`config.mk`:
```
export PLATFORM = sky130hd
export DESIGN_NAME = overlay_texture_lru_cache_top
export DESIGN_NICKNAME = d
export VERILOG_FILES = /design/src/otlc_pkg.sv /design/src/otlc_ctrl.sv /design/src/otlc_dp.sv /design/src/overlay_texture_lru_cache_top.sv
export SDC_FILE = /design/constraint.sdc
export NUM_CORES = 2
export LEC_CHECK = 0
export BUFFER_PORTS_ARGS = -buffer_cell sky130_fd_sc_hd__buf_4
export CAP_MARGIN = 30
export CORE_ASPECT_RATIO = 1.1
export CORE_MARGIN = 1.5
export CORE_UTILIZATION = 42
export DETAILED_ROUTE_END_ITERATION = 8
export GPL_TIMING_DRIVEN = 0
export PLACE_DENSITY_LB_ADDON = 0.3
export SLEW_MARGIN = 20
export SYNTH_ARGS = -nofsm -noshare
export SYNTH_HDL_FRONTEND = slang
export SYNTH_SLANG_ARGS = --single-unit
```
`constraint.sdc`:
```
create_clock -name clk -period 9.2 [get_ports clk]
set_clock_uncertainty 0.1 [all_clocks]
set_input_delay 1.84 -clock clk [delete_from_list [all_inputs] [get_ports clk]]
set_output_delay 1.84 -clock clk [all_outputs]
set_load 0.01 [all_outputs]
```
`src/otlc_pkg.sv`:
```
`timescale 1ns / 1ps
// shared types and constants for the overlay texture lru cache
// no dependencies

package otlc_pkg;

    localparam int KEY_W   = 64;
    localparam int GEN_W   = 64;
    localparam int DIM_W   = 15;
    localparam int BYTES_W = 31;
    localparam int STAT_W  = 3;
    localparam int SLOT_W  = 3;
    localparam int CNT_W   = 32;
    localparam int CLK_W   = 64;

    localparam logic CMD_LOOKUP = 1'b0;
    localparam logic CMD_CLEAR  = 1'b1;

    localparam logic [STAT_W-1:0] ST_HIT         = 3'd0;
    localparam logic [STAT_W-1:0] ST_INSTALLED   = 3'd1;
    localparam logic [STAT_W-1:0] ST_EMPTY       = 3'd2;
    localparam logic [STAT_W-1:0] ST_MISMATCH    = 3'd3;
    localparam logic [STAT_W-1:0] ST_UPLOAD_FAIL = 3'd4;
    localparam logic [STAT_W-1:0] ST_CLEARED     = 3'd5;

    // controller to datapath
    typedef struct packed {
        logic load;
        logic check;
        logic decide;
        logic scan_step;
        logic out_load;
    } dp_cmd_t;

    // datapath to controller
    typedef struct packed {
        logic need_scan;
        logic scan_done;
    } dp_stat_t;

endpackage

```
`src/otlc_ctrl.sv`:
```
`timescale 1ns / 1ps
// controller state machine for the overlay texture lru cache
// depends on otlc_pkg

module otlc_ctrl
(
    input  logic               clk,
    input  logic               rst_n,
    input  logic               in_valid,
    output logic               in_ready,
    output logic               out_valid,
    input  logic               out_ready,
    input  otlc_pkg::dp_stat_t stat,
    output otlc_pkg::dp_cmd_t  cmd
);

    localparam logic [2:0] S_IDLE   = 3'd0;
    localparam logic [2:0] S_CHECK  = 3'd1;
    localparam logic [2:0] S_DECIDE = 3'd2;
    localparam logic [2:0] S_SCAN   = 3'd3;
    localparam logic [2:0] S_OUT    = 3'd4;

    logic [2:0] state_reg;
    logic [2:0] state_next;
    logic       out_valid_reg;
    logic       out_valid_next;
    logic       room;

    assign in_ready  = (state_reg == S_IDLE);
    assign out_valid = out_valid_reg;
    assign room      = !out_valid_reg || out_ready;

    always_comb
    begin
        state_next    = state_reg;
        cmd           = '0;
        unique case (state_reg)
            S_IDLE:
            begin
                if (in_valid)
                begin
                    cmd.load   = 1'b1;
                    state_next = S_CHECK;
                end
            end
            S_CHECK:
            begin
                cmd.check  = 1'b1;
                state_next = S_DECIDE;
            end
            S_DECIDE:
            begin
                cmd.decide = 1'b1;
                state_next = stat.need_scan ? S_SCAN : S_OUT;
            end
            S_SCAN:
            begin
                cmd.scan_step = 1'b1;
                if (stat.scan_done)
                begin
                    state_next = S_OUT;
                end
            end
            S_OUT:
            begin
                if (room)
                begin
                    cmd.out_load = 1'b1;
                    state_next   = S_IDLE;
                end
            end
            default:
            begin
                state_next = S_IDLE;
            end
        endcase
    end

    always_comb
    begin
        out_valid_next = out_valid_reg;
        priority if (cmd.out_load)
        begin
            out_valid_next = 1'b1;
        end
        else if (out_ready)
        begin
            out_valid_next = 1'b0;
        end
    end

    always_ff @(posedge clk or negedge rst_n)
    begin
        if (!rst_n)
        begin
            state_reg     <= S_IDLE;
            out_valid_reg <= 1'b0;
        end
        else
        begin
            state_reg     <= state_next;
            out_valid_reg <= out_valid_next;
        end
    end

endmodule

```
`src/otlc_dp.sv`:
```
`timescale 1ns / 1ps
// datapath for the overlay texture lru cache: entry lanes, checks, victim scan
// depends on otlc_pkg

module otlc_dp
#(
    parameter int CACHE_ENTRIES = 8
)
(
    input  logic                          clk,
    input  logic                          rst_n,
    input  otlc_pkg::dp_cmd_t             cmd,
    output otlc_pkg::dp_stat_t            stat,
    input  logic                          command,
    input  logic [otlc_pkg::KEY_W-1:0]    overlay_key,
    input  logic [otlc_pkg::GEN_W-1:0]    generation,
    input  logic [otlc_pkg::DIM_W-1:0]    width,
    input  logic [otlc_pkg::DIM_W-1:0]    height,
    input  logic                          has_payload,
    input  logic [otlc_pkg::BYTES_W-1:0]  payload_bytes,
    input  logic                          upload_ok,
    output logic [otlc_pkg::STAT_W-1:0]   status,
    output logic [otlc_pkg::SLOT_W-1:0]   slot,
    output logic [otlc_pkg::DIM_W-1:0]    texture_width,
    output logic [otlc_pkg::DIM_W-1:0]    texture_height,
    output logic [otlc_pkg::CNT_W-1:0]    hit_count,
    output logic [otlc_pkg::CNT_W-1:0]    upload_count
);

    localparam int IDX_W = (CACHE_ENTRIES > 1) ? $clog2(CACHE_ENTRIES) : 1;
    localparam logic [IDX_W-1:0] LAST_IDX = IDX_W'(CACHE_ENTRIES - 1);

    // request
    logic                         req_clear_reg;
    logic [otlc_pkg::KEY_W-1:0]   req_key_reg;
    logic [otlc_pkg::GEN_W-1:0]   req_gen_reg;
    logic [otlc_pkg::DIM_W-1:0]   req_w_reg;
    logic [otlc_pkg::DIM_W-1:0]   req_h_reg;
    logic                         req_payload_reg;
    logic [otlc_pkg::BYTES_W-1:0] req_bytes_reg;
    logic                         req_upload_reg;

    // check results
    logic                         empty_reg;
    logic                         mismatch_reg;
    logic [CACHE_ENTRIES-1:0]     hit_vec_reg;

    // entry store
    logic [CACHE_ENTRIES-1:0]     valid_reg;
    logic [otlc_pkg::CLK_W-1:0]   ts_reg    [CACHE_ENTRIES];
    logic [otlc_pkg::KEY_W-1:0]   key_reg   [CACHE_ENTRIES];
    logic [otlc_pkg::GEN_W-1:0]   gen_reg   [CACHE_ENTRIES];
    logic [otlc_pkg::DIM_W-1:0]   ew_reg    [CACHE_ENTRIES];
    logic [otlc_pkg::DIM_W-1:0]   eh_reg    [CACHE_ENTRIES];
    logic [otlc_pkg::CLK_W-1:0]   use_clock_reg;
    logic [otlc_pkg::CNT_W-1:0]   hits_reg;
    logic [otlc_pkg::CNT_W-1:0]   installs_reg;

    // victim scan
    logic [IDX_W-1:0]             scan_idx_reg;
    logic [IDX_W-1:0]             choice_reg;
    logic [otlc_pkg::CLK_W-1:0]   choice_ts_reg;

    // pending result
    logic [otlc_pkg::STAT_W-1:0]  res_status_reg;
    logic [IDX_W-1:0]             res_slot_reg;
    logic [otlc_pkg::DIM_W-1:0]   res_tw_reg;
    logic [otlc_pkg::DIM_W-1:0]   res_th_reg;

    // output beat
    logic [otlc_pkg::STAT_W-1:0]  out_status_reg;
    logic [otlc_pkg::SLOT_W-1:0]  out_slot_reg;
    logic [otlc_pkg::DIM_W-1:0]   out_tw_reg;
    logic [otlc_pkg::DIM_W-1:0]   out_th_reg;
    logic [otlc_pkg::CNT_W-1:0]   out_hits_reg;
    logic [otlc_pkg::CNT_W-1:0]   out_installs_reg;

    logic [CACHE_ENTRIES-1:0]     hit_vec;
    logic [2*otlc_pkg::DIM_W-1:0] dim_product;
    logic [2*otlc_pkg::DIM_W+1:0] expect_bytes;
    logic                         empty_now;
    logic                         mismatch_now;
    logic [IDX_W-1:0]             hit_idx;
    logic                         any_hit;
    logic                         need_scan;
    logic                         lookup_ok;
    logic                         dec_hit;
    logic [otlc_pkg::STAT_W-1:0]  dec_status;
    logic [otlc_pkg::CLK_W-1:0]   clock_inc;
    logic [otlc_pkg::CLK_W-1:0]   scan_ts;
    logic                         scan_invalid;
    logic                         scan_done;
    logic [IDX_W-1:0]             victim;
    logic                         do_install;
    logic [IDX_W+otlc_pkg::SLOT_W-1:0] slot_wide;

    assign empty_now    = !req_payload_reg || (req_w_reg == '0) || (req_h_reg == '0);
    assign dim_product  = (2*otlc_pkg::DIM_W)'(req_w_reg) * (2*otlc_pkg::DIM_W)'(req_h_reg);
    assign expect_bytes = {dim_product, 2'b00};
    assign mismatch_now = expect_bytes != {1'b0, req_bytes_reg};

    always_comb
    begin
        for (int i = 0; i < CACHE_ENTRIES; i++)
        begin
            hit_vec[i] = valid_reg[i] && (key_reg[i] == req_key_reg)
                      && (gen_reg[i] == req_gen_reg) && (ew_reg[i] == req_w_reg)
                      && (eh_reg[i] == req_h_reg);
        end
    end

    // first matching entry wins
    always_comb
    begin
        hit_idx = '0;
        for (int i = CACHE_ENTRIES - 1; i >= 0; i--)
        begin
            if (hit_vec_reg[i])
            begin
                hit_idx = IDX_W'(i);
            end
        end
    end

    assign any_hit   = |hit_vec_reg;
    assign lookup_ok = !req_clear_reg && !empty_reg && !mismatch_reg;
    assign need_scan = lookup_ok && !any_hit && req_upload_reg;
    assign dec_hit   = lookup_ok && any_hit;
    assign clock_inc = use_clock_reg + 1'b1;

    always_comb
    begin
        priority if (req_clear_reg)
        begin
            dec_status = otlc_pkg::ST_CLEARED;
        end
        else if (empty_reg)
        begin
            dec_status = otlc_pkg::ST_EMPTY;
        end
        else if (mismatch_reg)
        begin
            dec_status = otlc_pkg::ST_MISMATCH;
        end
        else if (any_hit)
        begin
            dec_status = otlc_pkg::ST_HIT;
        end
        else
        begin
            dec_status = otlc_pkg::ST_UPLOAD_FAIL;
        end
    end

    assign scan_ts      = ts_reg[scan_idx_reg];
    assign scan_invalid = !valid_reg[scan_idx_reg];
    assign scan_done    = scan_invalid || (scan_idx_reg == LAST_IDX);
    assign do_install   = cmd.scan_step && scan_done;

    always_comb
    begin
        priority if (scan_invalid)
        begin
            victim = scan_idx_reg;
        end
        else if (scan_ts < choice_ts_reg)
        begin
            victim = scan_idx_reg;
        end
        else
        begin
            victim = choice_reg;
        end
    end

    assign stat.need_scan = need_scan;
    assign stat.scan_done = scan_done;

    assign slot_wide = {{otlc_pkg::SLOT_W{1'b0}}, res_slot_reg};

    always_ff @(posedge clk)
    begin
        if (cmd.load)
        begin
            req_clear_reg   <= (command == otlc_pkg::CMD_CLEAR);
            req_key_reg     <= overlay_key;
            req_gen_reg     <= generation;
            req_w_reg       <= width;
            req_h_reg       <= height;
            req_payload_reg <= has_payload;
            req_bytes_reg   <= payload_bytes;
            req_upload_reg  <= upload_ok;
        end
        if (cmd.check)
        begin
            empty_reg    <= empty_now;
            mismatch_reg <= mismatch_now;
            hit_vec_reg  <= hit_vec;
        end
        if (do_install)
        begin
            key_reg[victim] <= req_key_reg;
            gen_reg[victim] <= req_gen_reg;
            ew_reg[victim]  <= req_w_reg;
            eh_reg[victim]  <= req_h_reg;
        end
        if (cmd.decide)
        begin
            res_status_reg <= dec_status;
            res_slot_reg   <= dec_hit ? hit_idx : '0;
            res_tw_reg     <= dec_hit ? req_w_reg : '0;
            res_th_reg     <= dec_hit ? req_h_reg : '0;
        end
        else if (do_install)
        begin
            res_status_reg <= otlc_pkg::ST_INSTALLED;
            res_slot_reg   <= victim;
            res_tw_reg     <= req_w_reg;
            res_th_reg     <= req_h_reg;
        end
        if (cmd.out_load)
        begin
            out_status_reg   <= res_status_reg;
            out_slot_reg     <= slot_wide[otlc_pkg::SLOT_W-1:0];
            out_tw_reg       <= res_tw_reg;
            out_th_reg       <= res_th_reg;
            out_hits_reg     <= hits_reg;
            out_installs_reg <= installs_reg;
        end
    end

    always_ff @(posedge clk or negedge rst_n)
    begin
        if (!rst_n)
        begin
            valid_reg     <= '0;
            use_clock_reg <= '0;
            hits_reg      <= '0;
            installs_reg  <= '0;
            scan_idx_reg  <= '0;
            choice_reg    <= '0;
            choice_ts_reg <= '0;
            for (int i = 0; i < CACHE_ENTRIES; i++)
            begin
                ts_reg[i] <= '0;
            end
        end
        else
        begin
            if (cmd.decide)
            begin
                if (req_clear_reg)
                begin
                    valid_reg     <= '0;
                    use_clock_reg <= '0;
                    for (int i = 0; i < CACHE_ENTRIES; i++)
                    begin
                        ts_reg[i] <= '0;
                    end
                end
                else if (lookup_ok)
                begin
                    use_clock_reg <= clock_inc;
                    if (any_hit)
                    begin
                        hits_reg        <= hits_reg + 1'b1;
                        ts_reg[hit_idx] <= clock_inc;
                    end
                end
                scan_idx_reg  <= IDX_W'(1);
                choice_reg    <= '0;
                choice_ts_reg <= ts_reg[0];
            end
            if (cmd.scan_step)
            begin
                scan_idx_reg  <= scan_idx_reg + 1'b1;
                choice_reg    <= victim;
                choice_ts_reg <= (victim == scan_idx_reg) ? scan_ts : choice_ts_reg;
                if (scan_done)
                begin
                    valid_reg[victim] <= 1'b1;
                    ts_reg[victim]    <= use_clock_reg;
                    installs_reg      <= installs_reg + 1'b1;
                end
            end
        end
    end

    assign status         = out_status_reg;
    assign slot           = out_slot_reg;
    assign texture_width  = out_tw_reg;
    assign texture_height = out_th_reg;
    assign hit_count      = out_hits_reg;
    assign upload_count   = out_installs_reg;

endmodule

```
`src/overlay_texture_lru_cache_top.sv`:
```
`timescale 1ns / 1ps
// channel   handshake             payload
// in        in_valid / in_ready   command overlay_key generation width height
//                                 has_payload payload_bytes upload_ok
// out       out_valid / out_ready status slot texture_width texture_height
//                                 hit_count upload_count
//
// one item at a time: accept, check, decide and output steps; the result
// register loads once the output state has room, and in_ready rises with
// it; an install adds a victim scan of one entry per cycle over entries
// 1 to CACHE_ENTRIES-1, ending early at the first invalid entry
// the size check runs through one 15x15 multiplier, tags compare in parallel
// reset clears valid bits, timestamps, use clock and counters at once
// a held result does not block accepting the next beat; only its final
// write waits for out_ready
// depends on otlc_pkg, otlc_ctrl, otlc_dp

module overlay_texture_lru_cache_top
#(
    parameter int CACHE_ENTRIES = 8
)
(
    input  logic                          clk,
    input  logic                          rst_n,
    input  logic                          in_valid,
    output logic                          in_ready,
    input  logic                          command,
    input  logic [otlc_pkg::KEY_W-1:0]    overlay_key,
    input  logic [otlc_pkg::GEN_W-1:0]    generation,
    input  logic [otlc_pkg::DIM_W-1:0]    width,
    input  logic [otlc_pkg::DIM_W-1:0]    height,
    input  logic                          has_payload,
    input  logic [otlc_pkg::BYTES_W-1:0]  payload_bytes,
    input  logic                          upload_ok,
    output logic                          out_valid,
    input  logic                          out_ready,
    output logic [otlc_pkg::STAT_W-1:0]   status,
    output logic [otlc_pkg::SLOT_W-1:0]   slot,
    output logic [otlc_pkg::DIM_W-1:0]    texture_width,
    output logic [otlc_pkg::DIM_W-1:0]    texture_height,
    output logic [otlc_pkg::CNT_W-1:0]    hit_count,
    output logic [otlc_pkg::CNT_W-1:0]    upload_count
);

    otlc_pkg::dp_cmd_t  cmd;
    otlc_pkg::dp_stat_t stat;

    otlc_ctrl u_ctrl
    (
        .clk       (clk),
        .rst_n     (rst_n),
        .in_valid  (in_valid),
        .in_ready  (in_ready),
        .out_valid (out_valid),
        .out_ready (out_ready),
        .stat      (stat),
        .cmd       (cmd)
    );

    otlc_dp #(
        .CACHE_ENTRIES (CACHE_ENTRIES)
    ) u_dp
    (
        .clk            (clk),
        .rst_n          (rst_n),
        .cmd            (cmd),
        .stat           (stat),
        .command        (command),
        .overlay_key    (overlay_key),
        .generation     (generation),
        .width          (width),
        .height         (height),
        .has_payload    (has_payload),
        .payload_bytes  (payload_bytes),
        .upload_ok      (upload_ok),
        .status         (status),
        .slot           (slot),
        .texture_width  (texture_width),
        .texture_height (texture_height),
        .hit_count      (hit_count),
        .upload_count   (upload_count)
    );

endmodule

```
# [Yosys cells after proc, flatten, opt, wreduce, memory -nomap -nowiden]
# Memories as Yosys holds them, arrays and structs flattened.
# Index checks and enable logic that the tools add are counted.
[totals] in_bits=196 latch_bits=0 word_cells=242 mem_bits_rw=1264 mem_count=4 regBits=1060 out_inout_bits=102 mem_bits_ro=0
[memory_table] memory="u_dp.gen_reg" words=8 width=64 rd=8 rd_ports_with_merged_regs=0 wr=1 line_no="otlc_dp.sv:52" text="logic [otlc_pkg::GEN_W-1:0] gen_reg [CACHE_ENTRIES];"
[memory_table] memory="u_dp.key_reg" words=8 width=64 rd=8 rd_ports_with_merged_regs=0 wr=1 line_no="otlc_dp.sv:51" text="logic [otlc_pkg::KEY_W-1:0] key_reg [CACHE_ENTRIES];"
[memory_table] memory="u_dp.eh_reg" words=8 width=15 rd=8 rd_ports_with_merged_regs=0 wr=1 line_no="otlc_dp.sv:54" text="logic [otlc_pkg::DIM_W-1:0] eh_reg [CACHE_ENTRIES];"
[memory_table] memory="u_dp.ew_reg" words=8 width=15 rd=8 rd_ports_with_merged_regs=0 wr=1 line_no="otlc_dp.sv:53" text="logic [otlc_pkg::DIM_W-1:0] ew_reg [CACHE_ENTRIES];"
[classes] n_eq_ne=43 mux=73 div_mod_pow=0 shift=0 bitwise=5 n_lt_le_gt_ge=9 mul=1 reduce_logical=65 n_addsub=4
[op_table] op="2-to-1 mux 512 bit" count=6
[op_table] op="bitwise mux 512 bit" count=2
[op_table] op="equality test 64 bit" count=16
[op_table] op="2-to-1 mux 64 bit" count=9
[op_table] op="demux 64 bit (select 3 bit)" count=2
[op_table] op="equality test 15 bit" count=16
[op_table] op="binary-select mux 64 bit (select 3 bit)" count=1
[op_table] op="2-to-1 mux 15 bit" count=6
[op_table] op="2-to-1 mux 3 bit" count=27
[op_table] op="adder 32 x 1 -> 32 bit, second input constant" count=2
[op_table] op="adder 64 x 1 -> 64 bit, second input constant" count=1
[op_table] op="less-than comparator 64 bit" count=1
[op_table] op="logical AND 1 bit" count=41
[op_table] op="2-to-1 mux 8 bit" count=4
[op_table] op="!= test 32 x 31 -> 1 bit" count=1
[op_table] op="logical NOT 15 bit" count=2
[op_table] op="multiplier 15 x 15 -> 30 bit" count=1
[op_table] op="one-hot mux 3 bit (5 select lines)" count=1
[op_table] op="2-to-1 mux 1 bit" count=13
[op_table] op="greater-or-equal comparator 4 bit, second input constant" count=3
[op_table] op="inverter 3 -> 4 bit" count=3
[op_table] op="less-than comparator 3 x 4 -> 1 bit, second input constant" count=2
[op_table] op="less-than comparator 4 x 1 -> 1 bit, second input constant" count=2
[op_table] op="bitwise OR 8 bit" count=1
[op_table] op="other kinds (19)" count=37

# [Logic depth before layout (Yosys ltp)]
[logic_depth] depth_word=21 depth_mapped=25 ltp_nobuf=22

# [Hierarchy]
# Synthesis repeated with hierarchy kept, for this count alone.
[hier_totals] hier_cells=9161 hier_area_um2=112223.9
[modules_own_cells] mod="otlc_dp" area_each_um2=111961.1 n_inst=1 cells_each=9133 seq_area_each_um2=66073.4
[modules_own_cells] mod="otlc_ctrl" area_each_um2=262.8 n_inst=1 cells_each=28 seq_area_each_um2=100.1

# [Worst setup path before layout]
# Ideal clock, no wire load.
[synth_path] path_kind="reg2reg" start="reg u_dp.scan_idx_reg[0]" end="reg u_dp.ts_reg[387] (netlist bit)" setup_time_ps=359 t_required_ps=8741 path_stages_with_launch=18 n_path_buf=6 path_slack_ps=-606 synth_period_minus_slack_ps=9806 arrival_time_ps=9347 path_cell_list="dfrtp_1 buf_2 clkbuf_1 clkbuf_1 buf_1 mux4_2 mux2_2 ha_1 a21oi_1 nor2_1 a2111oi_0 o211ai_1 o31ai_2 nand2_1 mux2_2 buf_2 buf_1 o22ai_1"
[synth_via] elab_chain_cells=15 elab_cells_between_ends=21
[synth_rtl] element="start, declared" line_no="otlc_dp.sv:60" text="logic [IDX_W-1:0] scan_idx_reg;"
[synth_rtl] element="start signal, assigned" line_no="otlc_dp.sv:276" text="scan_idx_reg <= scan_idx_reg + 1'b1;"
[synth_rtl] element="inverter 3 -> 4 bit (implied by the code)" line_no="otlc_dp.sv:155" text="assign scan_ts = ts_reg[scan_idx_reg];"
[synth_rtl] element="binary-select mux 64 bit (select 3 bit)" line_no="otlc_dp.sv:155"
[synth_rtl] element="2-to-1 mux 64 bit (implied by the code) (2 in series)" line_no="otlc_dp.sv:155"
[synth_rtl] element="less-than comparator 64 bit" line_no="otlc_dp.sv:166" text="else if (scan_ts < choice_ts_reg)"
[synth_rtl] element="2-to-1 mux 3 bit" line_no="otlc_dp.sv:166"
[synth_rtl] element="2-to-1 mux 3 bit" line_no="otlc_dp.sv:162" text="priority if (scan_invalid)"
[synth_rtl] element="inverter 3 -> 4 bit (implied by the code)" line_no="otlc_dp.sv:282" text="ts_reg[victim] <= use_clock_reg;"
[synth_rtl] element="greater-or-equal comparator 4 bit (implied by the code) / less-than comparator 4 x 1 -> 1 bit (equally long branches)" line_no="otlc_dp.sv:282"
[synth_rtl] element="logical AND 1 bit (implied by the code)" line_no="otlc_dp.sv:282"
[synth_rtl] element="2-to-1 mux 64 bit (implied by the code)" line_no="otlc_dp.sv:282"
[synth_rtl] element="demux 64 bit (select 3 bit)" line_no="otlc_dp.sv:282"
[synth_rtl] element="bitwise mux 512 bit" line_no="otlc_dp.sv:282"
[synth_rtl] element="2-to-1 mux 512 bit *" line_no="otlc_dp.sv:279" text="if (scan_done)"
[synth_rtl] element="2-to-1 mux 512 bit *" line_no="otlc_dp.sv:274" text="if (cmd.scan_step)"
[synth_rtl] element="end signal, assigned by index" line_no="otlc_dp.sv:267" text="ts_reg[hit_idx] <= clock_inc;"
[synth_rtl] element="end signal, assigned by index" line_no="otlc_dp.sv:282"
[synth_rtl] element="end, declared" line_no="otlc_dp.sv:50" text="logic [otlc_pkg::CLK_W-1:0] ts_reg [CACHE_ENTRIES];"
# Every way passes the cells marked *; elsewhere a longest branch is shown, timed or not. The select of a mux whose other input is x is not followed.
# A chain may end at the register's enable or synchronous reset.

# [Worst setup path in the final report]
[layout_path] start="reg u_dp.scan_idx_reg[1]" end="mem u_dp.eh_reg[0][1] (netlist bit) (enable)"
[layout_via] elab_chain_cells=7 elab_cells_between_ends=15
[layout_rtl] element="inverter 3 -> 4 bit (implied by the code) / binary-select mux 1 bit (select 3 bit) (equally long branches)" line_no="otlc_dp.sv:155, otlc_dp.sv:156"
[layout_rtl] element="binary-select mux 64 bit (select 3 bit) / 2-to-1 mux 1 bit (equally long branches)" line_no="otlc_dp.sv:155, otlc_dp.sv:156"
[layout_rtl] element="2-to-1 mux 64 bit (implied by the code) / logical NOT 1 bit (equally long branches)" line_no="otlc_dp.sv:155, otlc_dp.sv:156"
[layout_rtl] element="2-to-1 mux 64 bit (implied by the code) / logical OR 1 bit (equally long branches)" line_no="otlc_dp.sv:155, otlc_dp.sv:157"
[layout_rtl] element="less-than comparator 64 bit / logical AND 1 bit (equally long branches)" line_no="otlc_dp.sv:166, otlc_dp.sv:158"
[layout_rtl] element="2-to-1 mux 3 bit / 2-to-1 mux 1 bit (equally long branches)" line_no="otlc_dp.sv:166, otlc_dp.sv:200"
[layout_rtl] element="2-to-1 mux 3 bit / 2-to-1 mux 1 bit (equally long branches)" line_no="otlc_dp.sv:162, otlc_dp.sv:205"
[layout_rtl] element="end, declared" line_no="otlc_dp.sv:54"
# Several ways; a longest one is shown, not always the timed one. The select of a mux whose other input is x is not followed.

==> results.txt <==
Num ports - 298
Worst hold path type - reg2reg
Async S/R FF share, synth - 31.07%
Die extent in y - 542.1 µm
Pleak - 50.42 nW
Drt first-iter violations - 16300
Multi-input gate area - 40890 µm²
Peak supply drop - 1.476 mV
Post-Syn Nets - 9348
Post-Syn Area - 111000 µm²
CTS root buffer - clkbuf_16
Switching Share - 48.62%
Status - finished, violations left
Depth of the most critical reg-to-reg path - 19
Final Net Count - 10290
CP Cell Sequence - buf_4 -> clkbuf_1 -> clkbuf_1 -> buf_6 -> clkdlybuf4s15_1 -> mux4_2 -> mux2_2 -> ha_1 -> nand4_1 -> nor2_1 -> nand4_1 -> nor4_2 -> a211oi_4 -> o2bb2ai_1 -> o21ai_2 -> inv_2 -> buf_8 -> buf_16 -> buf_16
Combinational power share - 56.5%
Hold Crit Depth - 0
Clock slew seen by the registers of the worst setup and hold paths - 0.06 ns
Synth Instances - 8823
Final instance area - 133700 µm²
Layout area overhead - 20.50%
Layout cell share with drive strength beyond 1 - 17.01%
Synth area leader - edfxtp_1
Worst Setup End Kind - flop
Initial antenna violation count - 140
Tcrit/Tclk final - 104.0%
Fillers - 22480
Critical path's slowest cell - o21ai_2
Sequential share of power - 23.8%
Worst-margin pin slew - 1.242 ns
Launch point of the worst path - u_dp.scan_idx_reg[1]
Final ANT Viol Nets - 0
Peak Freq - 0.1045 GHz
Final Hold Vio Count - 0
Minimum clock period - 9.570 ns
Via Count - 94340
Setup ws final - -0.3701 ns
Crit path DAT - 9.91 ns
Crit Path Category - reg2reg
Area of placed instances - 123600 µm²
Internal - 29.70 mW
CTS tree - done
Max Cap Viol - 0
Vias per Instance - 6.947
Endpoint of the worst-slack reg-to-reg timing path - u_dp.eh_reg[0][1]
Reg area - 66170 µm²
R2R Setup Slk - -0.37 ns
Power Density - 432.3 nW/µm²
Final slew viol count - 0
First-pass GRT wire length - 871800 µm
Max transition margin - 17.20%
Post-synth EDFFs - 1602
CP max stage delay - 0.93 ns
Crit path max fanout - 84
Max clock buf depth - 4
Data required, critical path - 9.54 ns
Critical R2R Launch - u_dp.scan_idx_reg[1]
Min-Delay Endpoint - u_dp.texture_width[9]
CTS sink cnt - 2324
Chip width - 493.1 µm
RSZ-0062 raised after global routing - no
Syn avg cell area - 12.58 µm²
Min-delay src - u_dp.res_tw_reg[9]
Net Switching - 28.10 mW
Num CTS Buffers - 272
Total Wirelength - 684300 µm
Post-Route Utilization - 50.98%
Seq/Total Area, Yosys - 59.64%
Initial DRT Pass Iterations - 9
Hpwl dp - 521400 µm
Skew-Pair Late Insertion Delay - 0.95 ns
Core Region - 262300 µm²
DR WL/cell - 50.39 µm
Failing checks - setup timing
Element type at the critical path start - flop
Hold slack - 0.3100 ns
Global Route Usage Sum - 50.29%
Largest net degree at the start of global routing - 97
Synthesized flop and latch total - 2324
Place WS - -1.007 ns
Clk pwr share - 19.6%
Yosys Warn Count - 0
Gpl congestion - 1.113
Setup Viol. Count Final - 215
Synth cell types - 84
Initial core utilization - 42.31%
Power Total - 57.80 mW
Drt drc - 0
Port bufs - 297
Vias in the first global route - 87840
Row Count - 197
Yosys top cell area share - 43.35%
GRT overflow - 0
Largest cells by area after synthesis - edfxtp_1 43%, dfrtp_1 16%, xor2_1 3.8%, fa_1 3.0%, xnor2_1 2.7%
H-tree levels - 5
Main synth FF type - edfxtp_1
Die area - 267300 µm²
[worst max-delay path by stage]
stage,end,cells after the start
2_1_floorplan,u_dp.ts_reg[387],17
3_3_place_gp,u_dp.ts_reg[387],17
3_5_place_dp,u_dp.mismatch_reg,22
4_1_cts,u_dp.mismatch_reg,24
5_1_grt,u_dp.mismatch_reg,21
6_report,u_dp.eh_reg[0][1],19
[power by group through the flow]
stage	clock network, mW	registers (mW)	logic, mW
after detailed placement	0	13.9	30.7
after global routing	11.7	13.7	33.8
after CTS	11.3	13.7	31.0
after global placement	0	14.8	28.9
final	11.4	13.8	32.7
after floorplan	0	13.2	19.2
[layer usage]
layer	up-vias	wire, µm	GRT usage (%)
met3	2770	81380	16.98
met1	47680	220800	55.41
met4	28	86470	51.19
met2	8934	295300	74.45
met5	-	304	0.03617
li1	34920	-	-
[kinds of logic after synthesis]
| kind of cell | after synthesis | synth area share [%] |
|---|---|---|
| xor gates and xnor gates | 828 | 6.536 |
| adders and majority gates | 329 | 4.840 |
| DFF | 2324 | 59.64 |
| and+or+nand+nor | 1952 | 8.252 |
| AOI/OAI and AO/OA | 1899 | 11.76 |
| buffers and inverters | 1116 | 3.923 |
| muxes | 375 | 5.056 |
[metrics by stage]
stage / cells / setup TNS [ns]
after detailed placement: 12920 / -230.36
after CTS: 13400 / -0.2086
after global routing: 13470 / 0
after floorplan: 8823 / 0
final: 13580 / -33.35
after global placement: 12600 / -8170.18
[synth_stat cells (all sizes together) (15+ instances only)]
cell     instances
a211oi          28
a21o            21
a21oi          203
a221oi         282
a22o           112
a22oi          243
and2            50
and3            32
and4            23
buf            120
clkbuf         482
clkinv          21
dfrtp          722
edfxtp        1602
fa             167
ha             162
inv            493
mux2           103
mux2i          141
mux4           131
nand2          547
nand3          124
nand4          186
nor2           637
nor2b           16
nor3            87
nor4           187
o21ai          471
o221ai          47
o22ai          287
o2bb2ai         95
o31ai           15
or3             15
xnor2          348
xor2           480
[final cells by class]
class | instances | share of cell area (%)
sequential | 2324 | 49.49
multi-input combinational | 5383 | 30.59
timing repair buffer | 681 | 6.202
clock buffer | 350 | 5.530
tap | 3482 | 3.258
buffer | 591 | 2.035
inverter | 514 | 1.468
clock inverter | 129 | 1.194
antenna | 125 | 0.2339
[placed cells by master, fill, tap and decap left out, drive strengths merged, types with 50 or more instances in the layout]
cell and instances:
and2 50, mux2 103, o22ai 287, dfrtp 722, mux4 131, xor2 480
ha 162, diode 125, clkbuf 823, o21ai 471, xnor2 348, a21oi 203
clkinv 88, edfxtp 1602, a22oi 243, nor2 637, fa 167, mux2i 141
buf 797, nand3 124, a22o 112, inv 501, nand2 547, nand4 186
nor3 87, o2bb2ai 95, nor4 187, a221oi 282
[timing repair]
item | in CTS | in global routing
pin swaps | 1 | 0
setup endpoints to repair | 677 | 47
gates resized for setup | 13 | 63
setup buffers | 4 | 34
hold buffers | 0 | 0
[critical path, delay by kind of cell, from the launching register on]
kind            cells  cell delay [ns]
compound gates      3             1.44
mux                 2             0.77
simple gates        4             2.14
fa+ha+maj           1             0.34
flops               1             0.36
buf+inv             9             3.45
(Power assumes the default switching activity.)
